$ cat config.mk
export PLATFORM = sky130hd
export DESIGN_NAME = utf8_decode_visual_width_core
export DESIGN_NICKNAME = d
export VERILOG_FILES = /design/src/rtl/core/u8w_pkg.sv /design/src/rtl/core/utf8_decode_visual_width_core.sv
export VERILOG_INCLUDE_DIRS = /design/src /design/src/rtl/core
export SDC_FILE = /design/constraint.sdc
export NUM_CORES = 1
export LEC_CHECK = 0
export ABC_CLOCK_PERIOD_IN_PS = 8500
export BUFFER_PORTS_ARGS = -buffer_cell sky130_fd_sc_hd__clkbuf_2
export CAP_MARGIN = 15
export CORE_AREA = 5 5 138 205
export DETAILED_ROUTE_END_ITERATION = 8
export DIE_AREA = 0 0 143 210
export PLACE_DENSITY = 0.7
export SLEW_MARGIN = 20
export SYNTH_ARGS = -nofsm -noshare
export SYNTH_HDL_FRONTEND = slang
export SYNTH_SLANG_ARGS = --single-unit
$ cat constraint.sdc
create_clock -name clock -period 8.5 [get_ports clock]
set_input_delay 0.85 -clock clock [delete_from_list [all_inputs] [get_ports clock]]
set_output_delay 0.85 -clock clock [all_outputs]
set_load 0.01 [all_outputs]
$ cat src/rtl/core/assert_macros.svh
// Assertion macros for the RTL of the UTF-8 width decoder.
`ifndef ASSERT_MACROS_SVH
`define ASSERT_MACROS_SVH

// Property that must hold at every clock edge outside reset.
`define ASSERT_ALWAYS(lbl, clk, rst, prop, msg) \
   lbl: assert property (@(posedge clk) disable iff (rst) (prop)) else $error(msg);

// Condition in one cycle implies a consequence in the next cycle.
`define ASSERT_NEXT(lbl, clk, rst, ante, cons, msg) \
   lbl: assert property (@(posedge clk) disable iff (rst) (ante) |=> (cons)) else $error(msg);

`endif

$ cat src/rtl/core/u8w_pkg.sv
// Types, status codes and the width table of the UTF-8 width decoder.
`timescale 1ns / 1ps

package u8w_pkg;

   typedef struct packed {
      logic [7:0] data_byte;
      logic       end_of_buffer;
   } req_type;

   typedef struct packed {
      logic [20:0] code_point;
      logic [1:0]  char_width;
      logic [1:0]  status;
      logic [15:0] running_width;
      logic        last;
   } rsp_type;

   localparam logic [1:0] ST_CHAR     = 2'd0;
   localparam logic [1:0] ST_BAD_LEAD = 2'd1;
   localparam logic [1:0] ST_BAD_CONT = 2'd2;
   localparam logic [1:0] ST_DROPPED  = 2'd3;

   // Coarse terminal width: combining marks, jamo 1160-11F9 and FFFE-FFFF are 0; Hangul leads and CJK blocks are 2.
   function automatic logic [1:0] glyph_cols(input logic [20:0] c);
      logic [12:0] page;
      logic [1:0]  cols;
      page = c[20:8];
      cols = 2'd1;
      if (page <= 13'h002) begin
         cols = 2'd1;
      end else if (page == 13'h003) begin
         cols = (c >= 21'h000300 && c <= 21'h00036F) ? 2'd0 : 2'd1;
      end else if (page == 13'h011) begin
         if (c <= 21'h00115F) begin
            cols = 2'd2;
         end else if (c >= 21'h001160 && c <= 21'h0011F9) begin
            cols = 2'd0;
         end else begin
            cols = 2'd1;
         end
      end else if (page == 13'h020) begin
         cols = (c >= 21'h0020D0 && c <= 21'h0020EF) ? 2'd0 : 2'd1;
      end else if (page == 13'h0FE) begin
         cols = (c >= 21'h00FE20 && c <= 21'h00FE23) ? 2'd0 : 2'd1;
      end else if (page == 13'h0FF) begin
         cols = (c >= 21'h00FFFE) ? 2'd0 : 2'd1;
      end else if (page <= 13'h02D) begin
         cols = 2'd1;
      end else if (c >= 21'h002E80 && c <= 21'h003098) begin
         cols = 2'd2;
      end else if (c >= 21'h00309D && c <= 21'h004DB5) begin
         cols = 2'd2;
      end else if (c >= 21'h004E00 && c <= 21'h009FC3) begin
         cols = 2'd2;
      end else if (c >= 21'h00A000 && c <= 21'h00A4C6) begin
         cols = 2'd2;
      end
      return cols;
   endfunction

   // Running column count, held at its top value once it gets there.
   function automatic logic [15:0] sat_add(input logic [15:0] a, input logic [1:0] b);
      logic [16:0] sum;
      sum = {1'b0, a} + {15'd0, b};
      return sum[16] ? 16'hFFFF : sum[15:0];
   endfunction

endpackage

$ cat src/rtl/core/utf8_decode_visual_width_core.sv
// Top level of the UTF-8 decoder that reports code points and terminal widths.
`timescale 1ns / 1ps
//
//   Channel  Ports                        Direction  Beat
//   req      req_valid req_stall req_data in         one buffer byte and end mark
//   rsp      rsp_valid rsp_stall rsp_data out        one character or error result
//
// A byte enters the input register and is decoded there once the queue has room.
// One byte per clock is sustained while the queue has room; a byte that yields two
// results writes both at once into a four-entry result queue, which gives one per pop.
// The input register stalls only while the queue lacks room for two results.
// Synchronous reset empties the queue and clears the decoder state.
// Results leave straight from the queue head, so rsp_stall has no combinational path to the decoder.

`include "assert_macros.svh"

module utf8_decode_visual_width_core (
   input  logic              clock,
   input  logic              reset,
   input  logic              req_valid,
   output logic              req_stall,
   input  u8w_pkg::req_type  req_data,
   output logic              rsp_valid,
   input  logic              rsp_stall,
   output u8w_pkg::rsp_type  rsp_data
);
   import u8w_pkg::*;

   localparam int QDepth = 4;
   localparam int PtrW   = $clog2(QDepth);
   localparam int CntW   = $clog2(QDepth + 1);

   // Input register.
   logic         in_valid_ff;
   req_type      in_ff;

   // Decoder state.
   logic [20:0]  part_ff, part_in;
   logic [1:0]   due_ff, due_in;
   logic [15:0]  total_ff, total_in;

   // Result queue.
   rsp_type          q_ff [QDepth];
   logic [PtrW-1:0]  head_ff;
   logic [CntW-1:0]  count_ff, count_in;
   logic [PtrW-1:0]  wr0, wr1;

   logic         room, process, pop;
   logic [1:0]   n_res;
   rsp_type      res0, res1;

   // Lead byte decode.
   logic         lead_emit;
   logic [20:0]  lead_code;
   logic [1:0]   lead_cols, lead_st, lead_due;
   logic [20:0]  lead_part;
   logic [7:0]   b;
   logic [20:0]  cont_code;

   assign room      = count_ff <= CntW'(QDepth - 2);
   assign process   = in_valid_ff && room;
   assign req_stall = in_valid_ff && !room;
   assign rsp_valid = count_ff != '0;
   assign rsp_data  = q_ff[head_ff];
   assign pop       = rsp_valid && !rsp_stall;

   assign b         = in_ff.data_byte;
   assign cont_code = {part_ff[14:0], b[5:0]};

   always_comb begin
      lead_emit = 1'b0;
      lead_code = '0;
      lead_cols = 2'd1;
      lead_st   = ST_BAD_LEAD;
      lead_part = '0;
      lead_due  = 2'd0;
      if (!b[7]) begin
         lead_emit = 1'b1;
         lead_code = {13'd0, b};
         lead_cols = glyph_cols({13'd0, b});
         lead_st   = ST_CHAR;
      end else if (b[7:5] == 3'b110) begin
         lead_part = {16'd0, b[4:0]};
         lead_due  = 2'd1;
      end else if (b[7:4] == 4'b1110) begin
         lead_part = {17'd0, b[3:0]};
         lead_due  = 2'd2;
      end else if (b[7:3] == 5'b11110) begin
         lead_part = {18'd0, b[2:0]};
         lead_due  = 2'd3;
      end else begin
         lead_emit = 1'b1;
      end
   end

   always_comb begin
      res0    = '0;
      res1    = '0;
      n_res   = 2'd0;
      part_in = part_ff;
      due_in  = due_ff;
      if (due_ff == 2'd0) begin
         if (lead_emit) begin
            res0.code_point = lead_code;
            res0.char_width = lead_cols;
            res0.status     = lead_st;
            n_res           = 2'd1;
         end else begin
            part_in = lead_part;
            due_in  = lead_due;
         end
      end else if (b[7:6] == 2'b10) begin
         due_in = due_ff - 2'd1;
         if (due_ff == 2'd1) begin
            res0.code_point = cont_code;
            res0.char_width = glyph_cols(cont_code);
            res0.status     = ST_CHAR;
            n_res           = 2'd1;
            part_in         = '0;
         end else begin
            part_in = cont_code;
         end
      end else begin
         // The offending byte is reread as a lead byte after the error result.
         res0.char_width = 2'd1;
         res0.status     = ST_BAD_CONT;
         n_res           = 2'd1;
         part_in         = '0;
         due_in          = 2'd0;
         if (lead_emit) begin
            res1.code_point = lead_code;
            res1.char_width = lead_cols;
            res1.status     = lead_st;
            n_res           = 2'd2;
         end else begin
            part_in = lead_part;
            due_in  = lead_due;
         end
      end

      if (in_ff.end_of_buffer) begin
         if (n_res == 2'd0) begin
            res0.status = ST_DROPPED;
            n_res       = 2'd1;
         end
         if (n_res == 2'd2) begin
            res1.last = 1'b1;
         end else begin
            res0.last = 1'b1;
         end
         part_in = '0;
         due_in  = 2'd0;
      end

      res0.running_width = sat_add(total_ff, res0.char_width);
      res1.running_width = sat_add(res0.running_width, res1.char_width);

      if (in_ff.end_of_buffer) begin
         total_in = '0;
      end else if (n_res == 2'd2) begin
         total_in = res1.running_width;
      end else if (n_res == 2'd1) begin
         total_in = res0.running_width;
      end else begin
         total_in = total_ff;
      end
   end

   assign wr0      = head_ff + count_ff[PtrW-1:0];
   assign wr1      = wr0 + PtrW'(1);
   assign count_in = count_ff + (process ? CntW'(n_res) : CntW'(0)) - CntW'(pop);

   always_ff @(posedge clock) begin
      if (reset) begin
         in_valid_ff <= 1'b0;
         part_ff     <= '0;
         due_ff      <= 2'd0;
         total_ff    <= '0;
         head_ff     <= '0;
         count_ff    <= '0;
      end else begin
         if (!req_stall) begin
            in_valid_ff <= req_valid;
         end
         if (process) begin
            part_ff  <= part_in;
            due_ff   <= due_in;
            total_ff <= total_in;
         end
         if (pop) begin
            head_ff <= head_ff + PtrW'(1);
         end
         count_ff <= count_in;
      end
   end

   always_ff @(posedge clock) begin
      if (!req_stall && req_valid) begin
         in_ff <= req_data;
      end
      if (process && n_res != 2'd0) begin
         q_ff[wr0] <= res0;
      end
      if (process && n_res == 2'd2) begin
         q_ff[wr1] <= res1;
      end
   end

   `ASSERT_ALWAYS(a_queue_bound, clock, reset, count_ff <= CntW'(QDepth), "result queue overflow")
   `ASSERT_NEXT(a_end_clears, clock, reset, process && in_ff.end_of_buffer, due_ff == 2'd0 && total_ff == 16'd0 && part_ff == 21'd0, "decoder state not cleared after buffer end")
   `ASSERT_NEXT(a_end_result, clock, reset, process && in_ff.end_of_buffer, rsp_valid, "buffer end produced no result")
   `ASSERT_ALWAYS(a_stall_full, clock, reset, !req_stall || count_ff > CntW'(QDepth - 2), "input stalled with queue room")

endmodule
* Yosys cells after proc, flatten, opt, wreduce, memory -nomap -nowiden
Memories as Yosys holds them, arrays and structs flattened. A register that Yosys moved wholly into a read port is not among the register bits. Index checks and enable logic that the tools add are counted.
Word-level totals: register bits after elaboration 48, logic and storage cells 151, output and inout bits 44, memories 1, bits of input ports 13, RAM bits 168
Memories:
- q_ff | words 4, bits a word 42, rd ports 1, clocked after memory_dff 1, wr ports 2, RTL line utf8_decode_visual_width_core.sv:43 | rsp_type q_ff [QDepth];
Cells by class: reductions and logical operators 24, $add $sub $neg 8, muxes and demuxes 75, $lt $le $gt $ge 21, eq/ne operators 14
Operator list (count):
- 25-bit two-way mux | 5
- 16-bit two-way mux | 5
- 15-bit two-way mux | 5
- 2-bit two-way mux | 32
- 21-bit by 14-bit greater-or-equal comparator with 1-bit output, second input constant | 3
- 21-bit by 16-bit greater-or-equal comparator with 1-bit output, second input constant | 3
- 21-bit by 16-bit <= comparator with 1-bit output, second input constant | 3
- 21-bit by 13-bit <= comparator with 1-bit output, second input constant | 2
- 21-bit by 14-bit <= comparator with 1-bit output, second input constant | 2
- 16-bit by 2-bit adder with 17-bit output | 2
- 13-bit by 8-bit == test with 1-bit output, second input constant | 2
- 21-bit by 10-bit greater-or-equal comparator with 1-bit output, second input constant | 1
- 21-bit by 13-bit greater-or-equal comparator with 1-bit output, second input constant | 1
- 21-bit by 15-bit greater-or-equal comparator with 1-bit output, second input constant | 1
- 21-bit by 10-bit <= comparator with 1-bit output, second input constant | 1
- 21-bit by 15-bit <= comparator with 1-bit output, second input constant | 1
- 21-bit two-way mux | 1
- 1-bit two-way mux | 20
- 5-bit two-way mux | 3
- 1-bit logical AND | 14
- 13-bit by 2-bit == test with 1-bit output, second input constant | 1
- 13-bit by 5-bit == test with 1-bit output, second input constant | 1
- 13-bit by 6-bit == test with 1-bit output, second input constant | 1
- 13-bit by 2-bit <= comparator with 1-bit output, second input constant | 1
- 21 further kinds | 31

* Logic depth before layout (Yosys ltp)
Gate-level depths: netlist (run 1).
depth after elaboration 22, depth in mapped cells 24

* Worst setup path after synthesis (run 1)
No wires, ideal clock.
path type register -> register, start point reg in_ff (netlist bit b[5]), end point mem q_ff[0][16] (netlist name), data pin, data required time 8.242 ns, path slack 2.421 ns, setup time 0.258 ns, arrival time 5.821 ns, buffers on the path 2, stages on the path, launching flop included 22, cells stage by stage edfxtp_1 clkbuf_1 or3_1 or4_1 a211o_1 o21ai_0 a22oi_1 inv_1 ha_1 inv_1 fa_1 nand4b_2 nor4_1 nor2_1 inv_1 ha_1 clkbuf_1 inv_1 nor4_4 nand2_2 or4_4 o221a_1
RTL lines:
- start: declaration | RTL line utf8_decode_visual_width_core.sv:35 | req_type in_ff;
- start signal: assignment | RTL line utf8_decode_visual_width_core.sv:199 | in_ff <= req_data;
- end: declaration | RTL line utf8_decode_visual_width_core.sv:43

==> results of run 1 <==
-- logic make-up (layout without fill, tap and decap cells) --
family                   Yosys count  count (layout)  share of synthesized area (%)
AND/OR/NAND/NOR                  379             379                          17.07
AO/OA/AOI/OAI                    324             324                          18.03
flip-flops                       218             218                          48.49
buffers and inverters            119             148                          4.151
multiplexers                      54              54                          9.484
XOR/XNOR                          17              17                          1.314
adder cells (fa/ha/maj)           12              12                          1.457
other                              0               1                              0
-- through the flow --
| step | setup slack, ns | instance area [sq um] |
|---|---|---|
| final | 1.538 | 12640 |
| after global routing | 1.123 | 12640 |
| after CTS | 1.746 | 12640 |
| after detailed placement | 1.802 | 11850 |
| after global placement | 1.928 | 11850 |
| after floorplan | 2.421 | 11330 |
-- per-layer routing --
metal	up-vias	GRT usage [%]
met5	-	0
met4	0	8.921
li1	4312	-
met2	420	38.14
met3	87	2.497
met1	4600	26.65
-- state kept, by name (all words and copies together), names as in the netlist, named ones only --
name	count
head_ff	2
due_ff	2
q_ff	168
in_valid_ff	1
in_ff	1
b	8
part_ff	15
count_ff	3
total_ff	16
-- power by group --
part           switching [uW]  leakage [uW]  internal, uW
Clock                     427      0.000383           618
Sequential                102       0.00188          1210
Combinational             350       0.00190           241
Total                     879       0.00416          2070
-- worst reg2reg max path, delay by kind of cell, from the launching register on --
| kind | cells | cell delay (ns) |
|---|---|---|
| AOI/OAI and AO/OA | 5 | 1.53 |
| and+or+nand+nor | 10 | 3.01 |
| buffers and inverters | 5 | 0.58 |
| adders and majority gates | 3 | 0.86 |
| DFF | 1 | 0.81 |
-- area by class of cell --
cell class | instances | area [sq um] | share of cell area, %
clock buffer | 27 | 620.6 | 4.909
clock inverter | 13 | 167.7 | 1.326
sequential | 218 | 5500 | 43.51
antenna | 1 | 2.502 | 0.01980
tap | 337 | 421.7 | 3.336
timing repair buffer | 77 | 437.9 | 3.464
multi-input combinational | 786 | 5374 | 42.51
inverter | 31 | 116.4 | 0.9205
-- synthesized netlist by cell type, types with 4 or more instances --
cell type                   number  area (sq um)
sky130_fd_sc_hd__a211oi_1        6         45.04
sky130_fd_sc_hd__buf_1           7         26.28
sky130_fd_sc_hd__buf_2           7         35.03
sky130_fd_sc_hd__mux4_2         42         945.9
sky130_fd_sc_hd__a2bb2oi_1       4         35.03
sky130_fd_sc_hd__ha_1           10         125.1
sky130_fd_sc_hd__a22oi_1        18         135.1
sky130_fd_sc_hd__a31oi_1         6         37.54
sky130_fd_sc_hd__nor2b_1        15         93.84
sky130_fd_sc_hd__nor2_1         92         345.3
sky130_fd_sc_hd__clkbuf_1       71         266.5
sky130_fd_sc_hd__nor4b_1         5         43.79
sky130_fd_sc_hd__inv_1          31         116.4
sky130_fd_sc_hd__nor4_1         14         87.58
sky130_fd_sc_hd__nand3_1        89         445.4
sky130_fd_sc_hd__nand3b_1        4         30.03
sky130_fd_sc_hd__nor3_1         19         95.09
sky130_fd_sc_hd__dfxtp_1       105          2102
sky130_fd_sc_hd__o21ai_0        94         470.5
sky130_fd_sc_hd__xor2_1          4         35.03
sky130_fd_sc_hd__or4_1           4         30.03
sky130_fd_sc_hd__and3_1          8         50.05
sky130_fd_sc_hd__edfxtp_1      113          3393
sky130_fd_sc_hd__o22ai_1        59         369.1
sky130_fd_sc_hd__a21o_1         10         75.07
sky130_fd_sc_hd__or3_1          12         75.07
sky130_fd_sc_hd__xnor2_1        13         113.9
sky130_fd_sc_hd__a21oi_1        62         310.3
sky130_fd_sc_hd__nand2b_1        8         50.05
sky130_fd_sc_hd__a22o_1         11         96.34
sky130_fd_sc_hd__nand4_1        10         62.56
sky130_fd_sc_hd__o21ai_1         7         35.03
sky130_fd_sc_hd__o31ai_1         8         60.06
sky130_fd_sc_hd__nand2_1        72         270.3
sky130_fd_sc_hd__mux2i_1         8         80.08
-- final timing paths --
path                     from     endpoint  slack (ns)  cells after the start
setup / recovery         b[5]   q_ff[2][1]        1.54                     23
hold / removal    q_ff[0][20]  q_ff[0][20]        0.46                      2
setup reg to reg         b[5]   q_ff[2][1]        1.54                     23
hold reg to reg   q_ff[0][20]  q_ff[0][20]        0.46                      2
==> results, run 1 <==
- The flow ran to the end, and the final reports show no timing, DRC or antenna violations.
- Cells fill a little under half of the core in the end.
- The count of input and output buffers is between 50 and 60.
- The total half-perimeter wirelength after legalization and detailed placement is 21.90 mm.
- Global routing used ~22% of the available tracks across all layers.
- The post-route netlist has ~16% of its cells at a drive strength greater than 1.
- By startpoint and endpoint, the worst setup path is classified as reg2reg.
- The total number of placement rows is 73.
- The clock root buffer is sky130_fd_sc_hd__clkbuf_16.
- The remaining number of nets flagged by the antenna check after routing is 0.
- Max-cap violations in this run came to 0.
- Summed over all nets, wire length on met3 after detailed routing comes to approximately 2.1 mm.
- The number of pins with negative max-slew slack in the final report was 0.
- The routed wire length per instance is between 20 and 25 um.
- For this design the ratio of total power to cell area is 232.9 nW/um^2.
- The total of endpoints with negative setup slack in the final report is 0.
- The clock latency on the worst-skew pair is approximately 0.51 ns.
- The relative max-transition margin is between 20% and 30%.
- The number of failing hold endpoints at the final stage is 0.
- The post-synth design cell area is about 11,000 sq um.
- The fill cell instance count of the final layout is between 2,000 and 2,500.
- The slew at the pin closest to its max-slew limit is ~1.1 ns.
- Sequential cells were found to cover about half of the synthesized design area.
- The largest net degree at the start of global routing is 47.
- TritonCTS built the clock tree.
- The routed design has ~33 mm of wire.
- The most common cell after layout, fill and taps aside is sky130_fd_sc_hd__edfxtp_1.
- The worst hold margin is between 0.4 and 0.5 ns.
- Synthesis instantiated 80 different standard cells from the library.
- The kind of cell with the highest combined delay along the critical path is simple AND/OR/NAND/NOR gates.
- The detailed router put a total of between 10 and 15 mm of wire on met1.
- The library cells used most frequently in the layout, excluding fill and tap cells, are sky130_fd_sc_hd__edfxtp_1, sky130_fd_sc_hd__dfxtp_1, sky130_fd_sc_hd__o21ai_0.
- The endpoint class of the critical path is a flop.
- The via count of the first global-routing pass is around 9,300.
- The number of remaining DRC errors is 0.
- The number of buffers created by CTS is 22.
- The effective utilization at floorplan is 42.93%.
- The number of buffers and inverters on the critical path is 5.
- Across the VDD grid, the largest voltage drop is 0.1495 mV.
- The gate count after technology mapping is about 1,100.
- After synthesis the netlist holds a flip-flop and latch count of approximately 220.
- During I/O placement, the number of pins put on the boundary was 57.
- The die boundary width is ~140 um.
- The total congestion overflow is 0.
- The placer congestion estimate is between 0.9 and 1.
- The area overhead of the layout relative to synthesis is 11.55%.
- In this run the mean area of a mapped cell was 10.09 sq um.
- Walking the worst path, the cells encountered are nand3_1 -> o311ai_0 -> a311o_1 -> o31ai_1 -> nand2_1 -> and3_1 -> a22oi_1 -> inv_1 -> ha_1 -> inv_1 -> fa_1 -> nand4b_2 -> nor4_1 -> buf_4 -> nor2_1 -> inv_1 -> ha_1 -> inv_1 -> nor4_1 -> and2_1 -> and2_0 -> nor2_2 -> o22ai_1.
- The share of synthesized registers carrying an async set or reset is 0%.
- The delay contributed by the slowest stage of the critical path is 0.81 ns.
- The uppermost layer routed is met4.
- After clock tree synthesis, the repair step resized 0 gates.
- The routed length on met2 is approximately 17 mm.
- The cell at the slowest stage of the critical path is sky130_fd_sc_hd__edfxtp_1.
- Buffers inserted to repair hold after CTS numbered 0.
- The total area inside the core boundary comes to between 20,000 and 30,000 sq um.
- In the finished design, the share of the clock period the worst path needs comes to slightly above 80%.
- For the final database, setup skew stands at 0.01672 ns.
- The arrival time reported for the critical path endpoint is between 7 and 8 ns.
- The category of the worst setup path launch point is a flop.
- The first global-routing pass estimated roughly 52 mm of wire.
- After the first detailed-routing iteration, the DRC count stood at 966.
- The initial antenna violation count is 0.
- The fmax is ~140 MHz.
- The full die area is around 30,000 sq um.
- The height of the die is ~210 um.
- The placed instance count is 1,449.
- The class of the tightest hold or removal check is reg2reg.
- For this run, the number of standard cells in the final layout without fillers is about 1,500.
- The number of buffers between clock root and the deepest sink is 3.
- Of all nets on the critical path, the largest fanout is 21.
- Clock-pin slew was measured on the worst setup and hold paths at about 0.070 ns.
- Setup repair after global routing left no endpoint under its margin.
- The number of enable-type register cells in the synthesized netlist is around 110.
- The smallest clock period supported by the final layout is computed as 6.962 ns.
- The via density per instance is around 6.3.
- The detailed-routing iteration count for the pre-antenna-repair pass is 5.
- STA puts the critical path data required time at just under 9 ns.
- The net count after synthesis is 1,148.
- Total power for the finished layout comes to roughly 2900 uW.
- The leakage power figure is roughly 0.0042 uW.
- The most common cell type on the critical path is sky130_fd_sc_hd__inv_1.
- The total of warnings raised by yosys is 0.
- Among all flip-flop cells after synthesis, the most frequent one is sky130_fd_sc_hd__edfxtp_1.
- After routing, the total negative slack on setup checks comes to 0 ns.
- Post-CTS timing repair inserted 0 buffers for setup.
- The via count is about 9,400.
- The final-stage net count is around 1,200.
- The H-tree depth is 1.
- The count of clock tree sinks is between 200 and 250.
Note: power is estimated with default switching activity, not from simulation.
==> run 2: changes to the inputs <==
ABC_CLOCK_PERIOD_IN_PS = 6700   (was 8500)
clock period = 6.7 ns   (was 8.5 ns; I/O delays follow)
==> results, run 2 (synthesis results as in run 1) <==
- The boundary pin count is 57 (unchanged).
- The placer congestion estimate is 0.9745 (+1.4%).
- The via count was 9,500 (+0.86%).
- Compared with the post-synthesis result, the final layout area differs by 11.11%.
- The number of buffers between clock root and the deepest sink came to 3 (unchanged).
- The fraction of power spent switching nets is 31.07% (+1.2 points).
- The number of resized instances in the post-cts repair step came to 0 (unchanged).
- The number of failing hold endpoints at the final stage is 0 (unchanged).
- The total number of placement rows was 73 (unchanged).
- The combinational fraction of design power is 20.9% (+0.8 points).
- The largest net degree at the start of global routing came to 47 (unchanged).
- TritonCTS built the clock tree.
- The design internal power is 2460 uW (+19%).
- The largest registers in the layout are q_ff x168, total_ff x16, part_ff x15.
- The time the final worst path needs with I/O delays and setup came to 6.294 ns (-0.6681 ns).
- The die boundary width is 143 um (unchanged).
- The setup path with the least slack is of type reg2reg.
- The power density over the cells was 283.4 nW/um^2 (+22%).
- The via count of the first global-routing pass was 9,398 (+1.6%).
- The final-stage net count is 1,170 (+0.78%).
- The global-route wire length before repair is 52.12 mm (+0.96%).
- The remaining number of nets flagged by the antenna check after routing was 0 (unchanged).
- The clock share of power is 32.7% (-2.8 points).
- The count of clock tree sinks came to 218 (unchanged).
- The setup skew after layout was 0.01203 ns (-0.004691 ns).
- The worst ir drop on vdd is 0.1703 mV (+14%).
- The fmax is 158.9 MHz (+11%).
- The count of input and output buffers is 56 (unchanged).
- The worst hold margin is 0.3224 ns (-0.1336 ns).
- The required time at the endpoint of the critical path is 6.98 ns (-1.84 ns).
- The final critical-path share of the clock period is 93.94% (+12 points).
- The total half-perimeter wirelength after legalization and detailed placement is 22.22 mm (+1.5%).
- The routed wire length per instance is 22.35 um (+0.44%).
- The largest register by flop count is q_ff.
- The total negative slack for setup checks is 0 ns (unchanged).
- Leaving out fill and tap cells, the most frequent cells in the layout are sky130_fd_sc_hd__edfxtp_1, sky130_fd_sc_hd__dfxtp_1, sky130_fd_sc_hd__o21ai_0.
- The share of post-route cells with drive strength above 1 is 16.45% (+0.22 points).
- The clock latency on the worst-skew pair was 0.52 ns (about the same).
- The total power after layout is 3569 uW (+21%).
- The startpoint of the worst-slack reg-to-reg timing path is part_ff[1].
- The category of the worst setup path launch point is a flop.
- The clock slew at the register clock pins of the worst setup and hold paths is 0.07 ns (about the same).
- The via density per instance is 6.342 (+0.32%).
- In this run the worst setup path begins at part_ff[1].
- The count of routing violations after the opening detailed-route iteration is 954 (-1.2%).
- The fill cell instance count of the final layout is 2,415 (-1.6%).
- The number of buffers inserted to repair setup after CTS is 0 (unchanged).
- The overall track demand over capacity in global routing is 21.87% (+0.25 points).
- The cell area after layout was 12,590 sq um (-0.40%).
- The effective utilization at floorplan came to 42.93% (unchanged).
- The arrival time reported for the critical path endpoint is 6.57 ns (-0.71 ns).
- Clock tree synthesis selected as its root buffer the cell sky130_fd_sc_hd__clkbuf_16.
- The total detailed-routing wirelength came to 33.48 mm (+0.98%).
- The number of flip-flops under the largest register name was 168 (unchanged).
- Setup repair after global routing left no endpoint under its margin.
- The number of remaining DRC errors is 0 (unchanged).
- The leakage power figure was 0.004137 uW (-0.66%).
- The total of endpoints with negative setup slack in the final report was 0 (unchanged).
- The total congestion overflow was 0 (unchanged).
- The initial antenna violation count is 0 (unchanged).
- The relative max-transition margin came to 34.37% (+6.2 points).
- The number of antenna diodes is 0 (-1).
- The net switching power of the design is 1109 uW (+26%).
- The height of the die is 210 um (unchanged).
- The placeable core region came to 26,400 sq um (unchanged).
- The number of buffers created by CTS was 22 (unchanged).
- The reported max-cap violation count is 0 (unchanged).
- The sequential share of power was 46.5% (+2.1 points).
- The run finished with clean final reports.
- The launch instance of the worst min-delay path is req_data[6].
- The post-placement cell area came to 11,920 sq um (+0.57%).
- The number of hold buffers added after cts is 0 (unchanged).
- The peak fanout along the critical path is 13 (-38%).
- The fraction of the core area covered by cells at the end of the flow came to 47.70% (-0.19 points).
- The detailed-routing iteration count for the pre-antenna-repair pass came to 6 (+1).
- The class of the tightest hold or removal check is in2reg.
- The number of pins with negative max-slew slack in the final report is 0 (unchanged).
- The H-tree depth came to 1 (unchanged).
- Leaving out fill and tap cells, the most frequent cell in the layout is sky130_fd_sc_hd__edfxtp_1.
- The endpoint class of the critical path is a flop.
- The slew at the pin closest to its max-slew limit is 0.9808 ns (-0.08809 ns).
- The full die area was 30,030 sq um (unchanged).
run 2: critical path: stages, from the launching register on:
cell	delay, ns
sky130_fd_sc_hd__dfxtp_1	0.60
sky130_fd_sc_hd__nand2b_1	0.15
sky130_fd_sc_hd__or3_1	0.38
sky130_fd_sc_hd__nor4_1	0.33
sky130_fd_sc_hd__a211oi_1	0.10
sky130_fd_sc_hd__a2111oi_0	0.61
sky130_fd_sc_hd__nor3_1	0.10
sky130_fd_sc_hd__nor4bb_1	0.34
sky130_fd_sc_hd__buf_4	0.22
sky130_fd_sc_hd__inv_1	0.07
sky130_fd_sc_hd__fa_1	0.41
sky130_fd_sc_hd__nand4b_2	0.22
sky130_fd_sc_hd__nor4_1	0.34
sky130_fd_sc_hd__nor2_1	0.19
sky130_fd_sc_hd__inv_1	0.14
sky130_fd_sc_hd__ha_1	0.20
sky130_fd_sc_hd__inv_1	0.11
sky130_fd_sc_hd__nor4_1	0.36
sky130_fd_sc_hd__nand3_1	0.28
sky130_fd_sc_hd__a211oi_1	0.56
sky130_fd_sc_hd__o21ai_0	0.19
sky130_fd_sc_hd__o21a_1	0.16
run 2: area by class of cell:
| type | count | area, sq um | area share (%) |
|---|---|---|---|
| multi-input combinational | 786 | 5374 | 42.68 |
| inverter | 31 | 116.4 | 0.9242 |
| sequential | 218 | 5500 | 43.68 |
| tap | 337 | 421.7 | 3.349 |
| clock inverter | 12 | 90.09 | 0.7155 |
| clock buffer | 28 | 583.1 | 4.631 |
| timing repair buffer | 86 | 505.5 | 4.015 |
run 2: worst paths after layout:
kind / cells past startpoint / end / slack [ns]
min reg2reg: 2 / q_ff[0][20] / 0.46
min: 1 / b[5] / 0.32
max: 21 / q_ff[2][14] / 0.41
max reg2reg: 21 / q_ff[2][14] / 0.41
run 2: power groups by stage:
| stage | Sequential [uW] | Combinational [uW] | Clock, uW |
|---|---|---|---|
| global route | 1680 | 805 | 1240 |
| floorplan | 1580 | 568 | 0 |
| global placement | 1690 | 744 | 0 |
| detailed placement | 1690 | 750 | 0 |
| CTS | 1660 | 752 | 1180 |
| finish | 1660 | 745 | 1170 |
run 2: layer usage:
layer / wire [um] / vias to the layer above / global-route usage [%] / share of wire [%]
li1: - / 4326 / - / -
met1: 12290 / 4597 / 26.15 / 37
met2: 17330 / 461 / 38.24 / 52
met3: 2073 / 116 / 2.678 / 6.2
met4: 1775 / 0 / 11.32 / 5.3
met5: 0 / - / 0 / 0
run 2: metrics by stage:
step	worst slack (ns)	instances
2_1_floorplan	0.6208	1123
3_3_place_gp	0.8893	1458
3_5_place_dp	0.6057	1458
4_1_cts	0.5663	1498
5_1_grt	0.07852	1498
6_report	0.4061	1498
==> run 3: changes to the inputs <==
ABC_AREA = 1   (was not set)
CORE_AREA = 5 5 140 209   (was 5 5 138 205)
DIE_AREA = 0 0 145 214   (was 0 0 143 210)
GPL_ROUTABILITY_DRIVEN = 0   (was not set)
==> results, run 3 <==
- The cell that appears most often on the critical path is sky130_fd_sc_hd__nand2_1.
- The via count was 11,050 (+16%).
- The number of buffers between clock root and the deepest sink is 3 (unchanged).
- The die boundary width is 145 um (+1.4%).
- The share of the synthesized area in the top cell type came to 28.78% (-1.2 points).
- The worst setup slack for register-to-register paths came to 1.19 ns (+0.78 ns).
- The initial antenna violation count is 0 (unchanged).
- The number of hold buffers added after cts is 0 (unchanged).
- The setup skew after layout is 0.02777 ns (+0.01574 ns).
- The clock root buffer is sky130_fd_sc_hd__clkbuf_16.
- The count of cell types in the netlist is 52 (-35%).
- By count the netlist is led by sky130_fd_sc_hd__nand2_1, sky130_fd_sc_hd__o21ai_0, sky130_fd_sc_hd__nor2_1.
- The library cell used most frequently in the layout, excluding fill and tap cells, is sky130_fd_sc_hd__nand2_1.
- The total number of placement rows came to 74 (+1.4%).
- The endpoint class of the critical path is a flop.
- The worst register-to-register path ends at total_ff[6].
- Sorting the synthesized cells by area gives the leading types as sky130_fd_sc_hd__edfxtp_1, sky130_fd_sc_hd__dfxtp_1, sky130_fd_sc_hd__nand2_1.
- The number of resized instances in the post-cts repair step came to 0 (unchanged).
- The number of buffers inserted to repair setup after CTS is 0 (unchanged).
- The worst ir drop on vdd was 0.1696 mV (-0.42%).
- The final critical-path share of the clock period is 82.24% (-12 points).
- The via count of the first global-routing pass was 10,430 (+11%).
- The number of cells on the worst hold path is 1 (unchanged).
- The placeable core region is 27,130 sq um (+2.8%).
- The clock latency on the worst-skew pair is 0.53 ns (about the same).
- The height of the die was 214 um (+1.9%).
- The number of cells on the worst reg-to-reg path was 34 (+62%).
- The detailed-routing iteration count for the pre-antenna-repair pass is 6 (unchanged).
- The full die area is 31,030 sq um (+3.3%).
- The cell at the slowest stage of the critical path is sky130_fd_sc_hd__dfxtp_1.
- Relative to the synthesized area, the layout overhead comes to 10.25%.
- The reported max-cap violation count came to 0 (unchanged).
- The effective utilization at floorplan is 43.46% (+0.53 points).
- The final-stage net count came to 1,562 (+34%).
- The total negative slack for setup checks is 0 ns (unchanged).
- The total of endpoints with negative setup slack in the final report is 0 (unchanged).
- The largest net degree at the start of global routing is 86 (+83%).
- The count of clock tree sinks is 218 (unchanged).
- The terminating pin of the worst hold path is b[3].
- The number of enable-type register cells in the synthesized netlist came to 113 (unchanged).
- The critical path is of the reg2reg type.
- The number of buffers created by CTS came to 22 (unchanged).
- The leakage power figure is 0.004616 uW (+12%).
- TritonCTS built the clock tree.
- For this run, the leading register cell type out of synthesis is sky130_fd_sc_hd__edfxtp_1.
- The count of routing violations after the opening detailed-route iteration is 1,120 (+17%).
- Setup repair after global routing left no endpoint under its margin.
- The post-synthesis sequential element count is 218 (unchanged).
- The largest register by flop count is q_ff.
- The remaining number of nets flagged by the antenna check after routing is 0 (unchanged).
- The required time at the endpoint of the critical path came to 7.14 ns (+0.16 ns).
- The overall track demand over capacity in global routing is 21.41% (-0.46 points).
- The fmax came to 181.5 MHz (+14%).
- The slew at the pin closest to its max-slew limit is 0.9626 ns (-0.01816 ns).
- The fraction of the yosys area taken by sequential cells is 46.60% (-1.9 points).
- The H-tree depth is 1 (unchanged).
- The launch instance of the worst min-delay path is req_data[4].
- The total of warnings raised by yosys is 0 (unchanged).
- The power density over the cells is 290.9 nW/um^2 (+2.6%).
- The delay contributed by the slowest stage of the critical path is 0.77 ns (+0.16 ns).
- The flow ran to the end, and the final reports show no timing, DRC or antenna violations.
- The class of the tightest hold or removal check is in2reg.
- The worst setup path is launched from a flop.
- The count of input and output buffers is 56 (unchanged).
- The global-route wire length before repair was 55.59 mm (+6.6%).
- The post-synth design cell area was 11,790 sq um (+4.1%).
- The total congestion overflow came to 0 (unchanged).
- The routed wire length per instance came to 18.45 um (-17%).
- The via density per instance is 5.833 (-8.0%).
- The relative max-transition margin is 35.76% (+1.4 points).
- The number of remaining DRC errors was 0 (unchanged).
- The net count after synthesis is 1,550 (+35%).
- The boundary pin count is 57 (unchanged).
- Summed over all instances, the cell type with the most area after synthesis is sky130_fd_sc_hd__edfxtp_1.
- The number of failing hold endpoints at the final stage is 0 (unchanged).
- The fill cell instance count of the final layout was 2,575 (+6.6%).
- The fraction of the core area covered by cells at the end of the flow was 47.92% (+0.22 points).
- The share of post-route cells with drive strength above 1 is 11.72% (-4.7 points).
- The library cells used most frequently in the layout, excluding fill and tap cells, are sky130_fd_sc_hd__nand2_1, sky130_fd_sc_hd__o21ai_0, sky130_fd_sc_hd__nor2_1.
- The gate count after technology mapping was 1,525 (+36%).
- The total detailed-routing wirelength came to 34.96 mm (+4.4%).
- The arrival time reported for the critical path endpoint is 5.95 ns (-0.62 ns).
- The most common cell in the synthesized netlist is sky130_fd_sc_hd__nand2_1.
- The time the final worst path needs with I/O delays and setup came to 5.510 ns (-0.7838 ns).
- The number of flip-flops under the largest register name came to 168 (unchanged).
- The average cell area after synthesis is 7.732 sq um (-23%).
- The share of synthesized registers carrying an async set or reset is 0% (unchanged).
- The clock slew at the register clock pins of the worst setup and hold paths is 0.07 ns (about the same).
- The number of pins with negative max-slew slack in the final report is 0 (unchanged).
- In this run the critical register-to-register path is launched from part_ff[2].
- The peak fanout along the critical path is 19 (+6).
- The number of antenna diodes came to 0 (unchanged).
- The total half-perimeter wirelength after legalization and detailed placement is 22.74 mm (+2.3%).
- In the final layout, the registers with the most flip-flops are q_ff x168, total_ff x16, part_ff x15.
==> run 3: cell count changes in the layout (fill, tap and decap cells not counted), moves of 12 or more <==
cell	change
sky130_fd_sc_hd__nand2_1	+260
sky130_fd_sc_hd__o21ai_0	+148
sky130_fd_sc_hd__nor2_1	+89
sky130_fd_sc_hd__inv_1	+69
sky130_fd_sc_hd__mux4_2	-42
sky130_fd_sc_hd__nand3_1	-24
sky130_fd_sc_hd__buf_4	-19
sky130_fd_sc_hd__inv_2	+16
sky130_fd_sc_hd__a22oi_1	-15
sky130_fd_sc_hd__nor2b_1	-15
sky130_fd_sc_hd__o21ai_2	+13
sky130_fd_sc_hd__o22ai_1	+12
sky130_fd_sc_hd__or3_1	-12
==> run 3: layout make-up <==
class | instances | area [sq um] | area share (%)
sequential | 218 | 5497 | 42.28
multi-input combinational | 1105 | 5474 | 42.11
clock buffer | 24 | 558.0 | 4.293
inverter | 123 | 469.2 | 3.609
tap | 342 | 427.9 | 3.292
timing repair buffer | 67 | 362.8 | 2.791
clock inverter | 16 | 211.5 | 1.627
==> run 3: logic make-up after synthesis <==
group	synth area share (%)
AOI/OAI and AO/OA	19.80
xor gates and xnor gates	0.7428
adders and majority gates	1.401
buffers and inverters	7.014
DFF	46.60
and+or+nand+nor	24.44
==> run 3: worst max-delay path, delay by kind of cell, from the launching register on <==
kind | cells | cell delay, ns
AOI/OAI and AO/OA | 2 | 0.29
adders and majority gates | 2 | 0.56
buffers and inverters | 5 | 0.40
DFF | 1 | 0.77
and+or+nand+nor | 25 | 3.36
==> run 3: where the power goes <==
group          total (uW)  internal (uW)  leakage, uW  switching (uW)
clock                1310            766     0.000361             543
sequential           1560           1510      0.00186            53.9
combinational         913            262      0.00240             651
total                3780           2530      0.00462            1250
==> run 3: per-stage QoR <==
| stage | setup slack (ns) | instances | hold slack (ns) | total power (uW) | area (sq um) |
|---|---|---|---|---|---|
| floorplan | 2.551 | 1525 | 0.4231 | 2180 | 11790 |
| global placement | 1.473 | 1855 | 0.4335 | 2484 | 12230 |
| detailed placement | 1.342 | 1855 | 0.4401 | 2499 | 12230 |
| CTS | 1.310 | 1895 | 0.3025 | 3791 | 13000 |
| global route | 0.7143 | 1895 | 0.3078 | 3951 | 13000 |
| finish | 1.190 | 1895 | 0.3149 | 3782 | 13000 |
==> run 3: worst max-delay path by stage <==
stage | start | end | slack (ns) | cells after the start
finish | part_ff[2] | total_ff[6] | 1.19 | 34
global route | part_ff[2] | q_ff[1][14] | 0.71 | 34
CTS | part_ff[2] | q_ff[0][14] | 1.31 | 34
detailed placement | part_ff[2] | q_ff[0][14] | 1.34 | 34
global placement | part_ff[2] | q_ff[2][14] | 1.47 | 34
floorplan | part_ff[7] | q_ff[1][16] | 2.55 | 35
==> run 3: per-layer routing <==
metal	share of wire [%]	vias up	global-route usage, %
met5	0	-	0
met4	3.2	0	8.323
met3	7.8	92	3.235
met2	49	520	36.36
met1	40	5200	27.35
li1	-	5242	-
